$ cat src/sv/krt_pkg.sv
// ----------------------------------------------------------------------------
// krt_pkg
// Shared types and codes for the keyed record table.
// ----------------------------------------------------------------------------
package krt_pkg;

	localparam logic [2:0] CMD_INSERT = 3'd0;
	localparam logic [2:0] CMD_DELETE = 3'd1;
	localparam logic [2:0] CMD_LOOKUP = 3'd2;
	localparam logic [2:0] CMD_SCAN   = 3'd3;
	localparam logic [2:0] CMD_READ   = 3'd4;

	localparam logic [2:0] ST_OK        = 3'd0;
	localparam logic [2:0] ST_FULL      = 3'd1;
	localparam logic [2:0] ST_DUP       = 3'd2;
	localparam logic [2:0] ST_NOT_FOUND = 3'd3;
	localparam logic [2:0] ST_BAD_INDEX = 3'd4;
	localparam logic [2:0] ST_NONE      = 3'd5;

	typedef struct packed {
		logic [2:0]  cmd;
		logic [30:0] item_key;
		logic [15:0] item_quantity;
		logic [31:0] item_price;
		logic [4:0]  entry_index;
	} cmd_t;

	typedef struct packed {
		logic [2:0]  status;
		logic [4:0]  found_index;
		logic [30:0] found_key;
		logic [15:0] found_quantity;
		logic [31:0] found_price;
		logic [5:0]  records_held;
		logic        last_result;
	} result_t;

	typedef enum logic [2:0] {
		BK_IDLE,
		BK_SEARCH,
		BK_SHIFT,
		BK_SCAN,
		BK_READ,
		BK_WRITE
	} bk_state_t;

endpackage

$ cat src/sv/krt_front.sv
// ----------------------------------------------------------------------------
// krt_front
// Accepts commands, drops unknown codes and queues the rest two deep.
// ----------------------------------------------------------------------------
module krt_front (
	input  logic           clk,
	input  logic           arst_n,
	input  logic           start,
	input  krt_pkg::cmd_t  cmd_in,
	output logic           busy,
	output logic           q_valid,
	output krt_pkg::cmd_t  q_head,
	input  logic           q_pop
);
	krt_pkg::cmd_t slot_q [2];
	logic [1:0] fill_q;
	logic       rd_q;
	logic       push;
	logic       known;

	assign known = (cmd_in.cmd <= krt_pkg::CMD_READ);
	assign busy = (fill_q == 2'd2);
	assign push = start && !busy && known;
	assign q_valid = (fill_q != 2'd0);
	assign q_head = slot_q[rd_q];

	always_ff @(posedge clk or negedge arst_n) begin
		if (!arst_n) begin
			fill_q <= 2'd0;
			rd_q <= 1'b0;
		end else begin
			if (q_pop) rd_q <= ~rd_q;
			fill_q <= fill_q + {1'b0, push} - {1'b0, q_pop};
		end
	end

	always_ff @(posedge clk) begin
		if (push) slot_q[rd_q ^ fill_q[0]] <= cmd_in;
	end

	// Popping from an empty queue would replay a stale command.
	a_pop_valid: assert property (@(posedge clk) disable iff (!arst_n)
		q_pop |-> q_valid) else $error("pop from empty queue");
	a_fill_max: assert property (@(posedge clk) disable iff (!arst_n)
		fill_q <= 2'd2) else $error("queue overfilled");
	a_no_push_full: assert property (@(posedge clk) disable iff (!arst_n)
		busy |=> fill_q != 2'd0) else $error("queue lost entries");
endmodule

$ cat src/sv/krt_back.sv
// ----------------------------------------------------------------------------
// krt_back
// Executes queued commands against the record memories, one entry a cycle.
// ----------------------------------------------------------------------------
module krt_back #(
	parameter int CAPACITY = 32
) (
	input  logic             clk,
	input  logic             arst_n,
	input  logic             q_valid,
	input  krt_pkg::cmd_t    q_head,
	output logic             q_pop,
	input  logic [15:0]      threshold,
	output logic             strobe,
	output krt_pkg::result_t result
);
	localparam int AW = $clog2(CAPACITY);
	localparam int CW = $clog2(CAPACITY + 1);

	logic [30:0] key_mem [CAPACITY];
	logic [15:0] qty_mem [CAPACITY];
	logic [31:0] price_mem [CAPACITY];

	krt_pkg::bk_state_t state_q, state_d;
	krt_pkg::cmd_t      op_q;
	logic [CW-1:0] count_q, count_d;
	logic [AW-1:0] ptr_q, ptr_d;
	logic [AW-1:0] rd_addr;
	logic          rd_pend_q, rd_pend_d;
	logic [AW-1:0] rd_idx_q;
	logic [30:0]   rk_q;
	logic [15:0]   rq_q;
	logic [31:0]   rp_q;
	// Set once the scan has issued the read of the last stored entry.
	logic          rd_done_q, rd_done_d;
	logic          we;
	logic [AW-1:0] wa;
	logic [30:0]   wk;
	logic [15:0]   wq;
	logic [31:0]   wp;
	logic          take;
	// Pending scan hit, held back until the next hit or the end decides last.
	logic          held_q, held_d;
	krt_pkg::result_t held_r_q, held_r_d;
	logic          o_v;
	krt_pkg::result_t o_r;
	logic          rd_last;

	function automatic logic [5:0] to6(input logic [CW-1:0] v);
		return 6'(v);
	endfunction

	always_ff @(posedge clk) begin
		rk_q <= key_mem[rd_addr];
		rq_q <= qty_mem[rd_addr];
		rp_q <= price_mem[rd_addr];
		if (we) begin
			key_mem[wa] <= wk;
			qty_mem[wa] <= wq;
			price_mem[wa] <= wp;
		end
	end

	always_ff @(posedge clk or negedge arst_n) begin
		if (!arst_n) begin
			state_q <= krt_pkg::BK_IDLE;
			count_q <= '0;
			ptr_q <= '0;
			rd_pend_q <= 1'b0;
			rd_done_q <= 1'b0;
			held_q <= 1'b0;
			strobe <= 1'b0;
		end else begin
			state_q <= state_d;
			count_q <= count_d;
			ptr_q <= ptr_d;
			rd_pend_q <= rd_pend_d;
			rd_done_q <= rd_done_d;
			held_q <= held_d;
			strobe <= o_v;
		end
	end

	always_ff @(posedge clk) begin
		if (take) op_q <= q_head;
		rd_idx_q <= ptr_q;
		held_r_q <= held_r_d;
		result <= o_r;
	end

	always_comb begin
		state_d = state_q;
		count_d = count_q;
		ptr_d = ptr_q;
		rd_pend_d = 1'b0;
		rd_done_d = rd_done_q;
		held_d = held_q;
		held_r_d = held_r_q;
		rd_addr = ptr_q;
		take = 1'b0;
		q_pop = 1'b0;
		we = 1'b0;
		wa = ptr_q;
		wk = rk_q;
		wq = rq_q;
		wp = rp_q;
		o_v = 1'b0;
		o_r = '0;
		o_r.records_held = to6(count_q);
		o_r.last_result = 1'b1;
		rd_last = (CW'(ptr_q) + CW'(1) == count_q);
		case (state_q)
			krt_pkg::BK_IDLE: begin
				if (q_valid) begin
					take = 1'b1;
					q_pop = 1'b1;
					ptr_d = '0;
					rd_done_d = 1'b0;
					case (q_head.cmd)
						krt_pkg::CMD_READ: begin
							ptr_d = AW'(q_head.entry_index);
							state_d = krt_pkg::BK_READ;
						end
						krt_pkg::CMD_SCAN: state_d = krt_pkg::BK_SCAN;
						default: state_d = krt_pkg::BK_SEARCH;
					endcase
				end
			end
			krt_pkg::BK_READ: begin
				// Read data for ptr_q arrives in the cycle after the address.
				if (!rd_pend_q && CW'(op_q.entry_index) < count_q
				    && 32'(op_q.entry_index) < CAPACITY) begin
					rd_pend_d = 1'b1;
				end else begin
					o_v = 1'b1;
					state_d = krt_pkg::BK_IDLE;
					if (rd_pend_q) begin
						o_r.status = krt_pkg::ST_OK;
						o_r.found_index = 5'(rd_idx_q);
						o_r.found_key = rk_q;
						o_r.found_quantity = rq_q;
						o_r.found_price = rp_q;
					end else o_r.status = krt_pkg::ST_BAD_INDEX;
				end
			end
			krt_pkg::BK_SEARCH: begin
				if (op_q.cmd == krt_pkg::CMD_INSERT && count_q == CW'(CAPACITY)) begin
					o_v = 1'b1;
					o_r.status = krt_pkg::ST_FULL;
					state_d = krt_pkg::BK_IDLE;
				end else if (rd_pend_q && rk_q == op_q.item_key) begin
					o_v = 1'b1;
					state_d = krt_pkg::BK_IDLE;
					if (op_q.cmd == krt_pkg::CMD_INSERT) begin
						o_r.status = krt_pkg::ST_DUP;
					end else begin
						o_r.status = krt_pkg::ST_OK;
						o_r.found_index = 5'(rd_idx_q);
						o_r.found_key = rk_q;
						o_r.found_quantity = rq_q;
						o_r.found_price = rp_q;
						if (op_q.cmd == krt_pkg::CMD_DELETE) begin
							count_d = count_q - CW'(1);
							o_r.records_held = to6(count_d);
							ptr_d = rd_idx_q + AW'(1);
							state_d = krt_pkg::BK_SHIFT;
						end
					end
				end else if (CW'(ptr_q) < count_q) begin
					rd_pend_d = 1'b1;
					if (!rd_last) ptr_d = ptr_q + AW'(1);
					else if (rd_pend_q && rd_idx_q == ptr_q) rd_pend_d = 1'b0;
					if (rd_last && rd_pend_q && rd_idx_q == ptr_q)
						state_d = krt_pkg::BK_WRITE;
				end else begin
					state_d = krt_pkg::BK_WRITE;
				end
			end
			krt_pkg::BK_WRITE: begin
				// Search missed: insert appends, others report not found.
				o_v = 1'b1;
				state_d = krt_pkg::BK_IDLE;
				if (op_q.cmd == krt_pkg::CMD_INSERT) begin
					we = 1'b1;
					wa = AW'(count_q);
					wk = op_q.item_key;
					wq = op_q.item_quantity;
					wp = op_q.item_price;
					count_d = count_q + CW'(1);
					o_r.status = krt_pkg::ST_OK;
					o_r.found_index = 5'(count_q);
					o_r.found_key = op_q.item_key;
					o_r.found_quantity = op_q.item_quantity;
					o_r.found_price = op_q.item_price;
					o_r.records_held = to6(count_d);
				end else o_r.status = krt_pkg::ST_NOT_FOUND;
			end
			krt_pkg::BK_SHIFT: begin
				// ptr_q walks the source entries; each lands one place lower.
				if (rd_pend_q) begin
					we = 1'b1;
					wa = rd_idx_q - AW'(1);
				end
				if (CW'(ptr_q) <= count_q && !(rd_pend_q && CW'(rd_idx_q) == count_q)
				    && CW'(ptr_q) != CW'(0)) begin
					rd_pend_d = 1'b1;
					if (CW'(ptr_q) != count_q) ptr_d = ptr_q + AW'(1);
					else if (rd_pend_q && rd_idx_q == ptr_q) rd_pend_d = 1'b0;
				end
				if (!rd_pend_d) state_d = krt_pkg::BK_IDLE;
			end
			krt_pkg::BK_SCAN: begin
				if (rd_pend_q && rq_q <= threshold) begin
					if (held_q) begin
						o_v = 1'b1;
						o_r = held_r_q;
						o_r.last_result = 1'b0;
					end
					held_d = 1'b1;
					held_r_d = '0;
					held_r_d.status = krt_pkg::ST_OK;
					held_r_d.found_index = 5'(rd_idx_q);
					held_r_d.found_key = rk_q;
					held_r_d.found_quantity = rq_q;
					held_r_d.found_price = rp_q;
					held_r_d.records_held = to6(count_q);
					held_r_d.last_result = 1'b1;
				end
				if (!rd_done_q && CW'(ptr_q) < count_q) begin
					rd_pend_d = 1'b1;
					if (rd_last) rd_done_d = 1'b1;
					else ptr_d = ptr_q + AW'(1);
				end else if (!rd_pend_q) begin
					// Every entry has been read and checked, so the held hit is the last.
					state_d = krt_pkg::BK_IDLE;
					held_d = 1'b0;
					o_v = 1'b1;
					if (held_q) o_r = held_r_q;
					else o_r.status = krt_pkg::ST_NONE;
				end
			end
			default: state_d = krt_pkg::BK_IDLE;
		endcase
	end

	a_count_max: assert property (@(posedge clk) disable iff (!arst_n)
		count_q <= CW'(CAPACITY)) else $error("record count over capacity");
	a_take_idle: assert property (@(posedge clk) disable iff (!arst_n)
		take |-> state_q == krt_pkg::BK_IDLE) else $error("command taken while busy");
	a_write_busy: assert property (@(posedge clk) disable iff (!arst_n)
		we |-> state_q != krt_pkg::BK_IDLE) else $error("write while idle");
endmodule

$ cat src/sv/keyed_record_table_unit.sv
// ----------------------------------------------------------------------------
// keyed_record_table_unit
// Dense keyed record table with insert, delete, lookup, read and scan.
// ----------------------------------------------------------------------------
// A command beat is taken on a rising edge with start high and busy low.
// Unknown command codes are dropped. Accepted commands wait in a two-entry
// queue so a new beat can be taken while the back end is still working.
// Each result beat appears for exactly one cycle with strobe high; the
// receiver cannot stall, so results are never held back.
// Lookup and delete step through stored records one per cycle in the record
// memory's single read port. Delete then shifts the later records down, one
// per cycle. Insert runs the same duplicate search. Scan reads every record
// once, one beat per match, with last_result set on the final one, or a
// single ST_NONE beat if nothing matches.
// The threshold register is written through cfg_valid/cfg_ready; ready is
// always high, and writes are expected only while the block is idle.
// Reset clears the record count, the queue and the threshold; record
// memories are not cleared, as only entries below the count are read.
// ----------------------------------------------------------------------------
module keyed_record_table_unit #(
	parameter int CAPACITY = 32
) (
	input  logic             clk,
	input  logic             arst_n,
	input  logic             start,
	output logic             busy,
	input  krt_pkg::cmd_t    command,
	output logic             strobe,
	output krt_pkg::result_t result,
	input  logic             cfg_valid,
	output logic             cfg_ready,
	input  logic [15:0]      cfg_data
);
	logic          q_valid;
	logic          q_pop;
	krt_pkg::cmd_t q_head;
	logic [15:0]   threshold_q;

	assign cfg_ready = 1'b1;

	always_ff @(posedge clk or negedge arst_n) begin
		if (!arst_n) threshold_q <= '0;
		else if (cfg_valid && cfg_ready) threshold_q <= cfg_data;
	end

	krt_front u_front (
		.clk(clk), .arst_n(arst_n), .start(start), .cmd_in(command), .busy(busy),
		.q_valid(q_valid), .q_head(q_head), .q_pop(q_pop)
	);

	krt_back #(.CAPACITY(CAPACITY)) u_back (
		.clk(clk), .arst_n(arst_n), .q_valid(q_valid), .q_head(q_head),
		.q_pop(q_pop), .threshold(threshold_q), .strobe(strobe), .result(result)
	);
endmodule

$ cat config.mk
export PLATFORM = sky130hd
export DESIGN_NAME = keyed_record_table_unit
export DESIGN_NICKNAME = d
export VERILOG_FILES = /design/src/sv/krt_pkg.sv /design/src/sv/krt_front.sv /design/src/sv/krt_back.sv /design/src/sv/keyed_record_table_unit.sv
export SDC_FILE = /design/constraint.sdc
export NUM_CORES = 2
export LEC_CHECK = 0
export ABC_AREA = 0
export BUFFER_PORTS_ARGS = -buffer_cell sky130_fd_sc_hd__buf_4
export CORE_UTILIZATION = 42
export DETAILED_ROUTE_END_ITERATION = 7
export GPL_TIMING_DRIVEN = 0
export MAX_ROUTING_LAYER = met4
export PLACE_DENSITY = 0.53
export SYNTH_ARGS = -nofsm -noshare
export SYNTH_HDL_FRONTEND = slang
export SYNTH_HIERARCHICAL = 1
export SYNTH_SLANG_ARGS = --single-unit
$ cat constraint.sdc
create_clock -name clk -period 11.43 [get_ports clk]
set_input_delay 0.5715 -clock clk [delete_from_list [all_inputs] [get_ports clk]]
set_output_delay 0.5715 -clock clk [all_outputs]
set_load 0.005 [all_outputs]
==> metrics <==
register bit total from synthesis=3094; die height=531 µm; Synth Warn #=6; pin count of the biggest net entering global routing=56; crit-path max cell delay=1.12 ns; Die W=531 µm; met2 WL=178000 µm; H-tree depth=5; IO Pins=204; Starting Density=42.4%; setup repair bufs after CTS=0; status=complete, but fails checks; most frequent cells in the layout=edfxtp_1, mux4_2, clkbuf_16, clkbuf_1, buf_4; endpoints failing setup=0; unrepaired setup endpoints after global routing=false; failing checks=capacitance limit, slew limit; final hold slack=0.121 ns; cts bufs inserted=330; Slowest cell on crit path=clkbuf_1; Synth Flop Type=edfxtp_1; CTS sink count=3094; mux share of post-synthesis cell area=16.8%; Area Overhead vs Synth=19.0%; final-report max-slew violation count=22; CP Cell Sequence=buf_2 -> buf_2 -> buf_2 -> buf_2 -> inv_1 -> ha_1 -> nor2b_1 -> o211ai_1 -> a211oi_2 -> o31a_1 -> o21ai_2 -> nor2_1 -> clkbuf_1 -> a221o_1; crit path DAT=7.71 ns; Clock transition at path regs=0.07 ns; Layout Cells excl Fill=10000; CP Class=reg -> reg; vias=60500; Crit path depth=14; I/O Buffers=201; Worst Tran Pin Value=1.56 ns; Hold Crit Class=in -> reg; Wirelength per Cell=37.3 µm; HPWL Detailed=244000 µm; synthesized netlist cell count=5175; global route total overflow=0; P_leak=44.9 nW; largest family of logic cells by synthesized area=multiplexers; PD cells=249 nW/µm²; Final ANT Viol Nets=0; final hold vios=0; worst clock skew=0.0454 ns; nets@finish=6139; vias per cell=6.04; Worst path most repeated cell=buf_2; max_slew headroom=-4.27%; WP buf/inv=6; crit path capture type=flip-flop; commonest non-fill, non-tap cell in the layout=edfxtp_1; post-synthesis adder-cell area fraction=0.362%; Final Wtd Congestion=0.902; top routing layer in use=met4; clk_lat worst skew=0.93 ns; CTS tree=done; initial drt markers=8317; WL final=373000 µm; post-cts resize count=0; post-synthesis compound-gate area fraction=1.98%; reported max-cap violation count=2; initial antenna violation count=26; vias in the first global route=60300; num rows=193; hold depth=3; syn avg cell area=22.7 µm²; fillers=22300; Tmin final=6.91 ns; data required time of the worst path=12.23 ns; syn nets=5316; Cells after DPL=9259; Reg2Reg Depth=14; Post-Syn Area=117000 µm²; Core Region=277000 µm²; CTS Buffer Depth=4; Global Route Usage Sum=27.3%; Synth Area in Simple Gates=1.79%; crit share post-route=60.4%; drt pass-1 iters=8; drt drc=0; Post-synth ARST share=1.20%; post-cts hold buffer count=110; Yosys cell types=89; wire length on met3=31500 µm; WL met1=148000 µm; startpoint type of the worst setup path=flip-flop; FMAX=0.145 GHz; Root Driver=clkbuf_16; EDFF count, synth=2879; sequential cell area fraction in the yosys report=77.5%; first-pass GRT wire length=504000 µm; post-synthesis xor/xnor area fraction=0.452%; Max VDD drop=0.192 mV; Max FO, Critical Path=10; die area=282000 µm²; Top delay family on crit path=buffers and inverters; layout cells sized above 1=30.9%
## worst min-delay path: cells and delay by family
family	cells	cell delay (ns)
buffers and inverters	2	0.27
muxes	1	0.15
## cell families (layout without fill, tap and decap cells)
group,after synthesis,count (layout)
simple gates,415,415
other cells,1,29
compound gates,293,293
flops,3094,3094
buf+inv,321,1424
xor+xnor,59,59
mux,958,958
fa+ha+maj,34,34
## final timing paths
kind / startpoint / to / slack [ns]
max in group asynchronous: arst_n / u_back/ptr_q[3] / 10.68
min: cfg_valid / threshold_q[7] / 0.12
max reg2reg: u_back/ptr_q[0] / u_back/result[25] / 4.52
min reg2reg: u_back/ptr_q[0] / u_back/rd_idx_q[0] / 0.40
max: u_back/ptr_q[0] / u_back/result[25] / 4.52
min in group asynchronous: arst_n / u_front/fill_q[1] / 0.25
## flip-flops by register name, summed over array words and instances (netlist names), 32 cells and up
register          flops
u_back/held_r_q      90
u_back/key_mem      992
u_back/op_q          87
u_back/price_mem   1024
u_back/qty_mem      512
u_back/result        94
u_back/rp_q          32
u_front/slot_q      174
## cell usage after synthesis (43+ instances only)
library cell / count / area share, %
and3_1: 74 / 0.39
a221o_1: 71 / 0.61
edfxtp_1: 2879 / 74
dfxtp_1: 178 / 3.0
clkbuf_1: 163 / 0.52
nor2_1: 76 / 0.24
a21o_1: 71 / 0.45
xnor2_1: 43 / 0.32
nand2_1: 147 / 0.47
inv_1: 48 / 0.15
mux4_2: 790 / 15
buf_1: 56 / 0.18
mux2_2: 154 / 1.5
## power by group
part | leakage (nW) | total [mW] | internal [mW] | switching (mW)
Sequential | 27.9 | 15.2 | 14.8 | 0.462
Clock | 5.23 | 10.6 | 6.13 | 4.52
Combinational | 11.8 | 8.85 | 3.13 | 5.72
Total | 44.9 | 34.7 | 24.0 | 10.7
## cell type report
cell class / instances / area, µm² / share of cell area [%]
Sequential cell: 3094 / 90900 / 65.1
Inverter: 50 / 193 / 0.138
Buffer: 271 / 1210 / 0.867
Tap cell: 3705 / 4640 / 3.32
Clock buffer: 465 / 9140 / 6.54
Antenna cell: 28 / 70.1 / 0.0501
Clock inverter: 147 / 1650 / 1.18
Timing Repair Buffer: 491 / 6540 / 4.68
Multi-Input combinational cell: 1760 / 25400 / 18.2
## through the flow
stage	utilization (%)	cell area [µm²]	power [mW]	worst slack [ns]	setup TNS (ns)
2_1_floorplan	-	117000	20.4	5.49	0
3_3_place_gp	44.6	124000	24.0	-2.62	-5117.30
3_5_place_dp	46.1	128000	24.2	4.75	0
4_1_cts	50.4	140000	34.9	4.75	0
5_1_grt	50.4	140000	35.8	4.63	0
6_report	50.4	140000	34.7	4.52	0
## layer usage
layer | vias to the layer above | GRT usage [%]
met5 | - | -
li1 | 23600 | -
met1 | 33200 | 35.9
met3 | 635 | 4.80
met4 | 0 | 10.3
met2 | 3064 | 42.6
(Power assumes the default switching activity.)
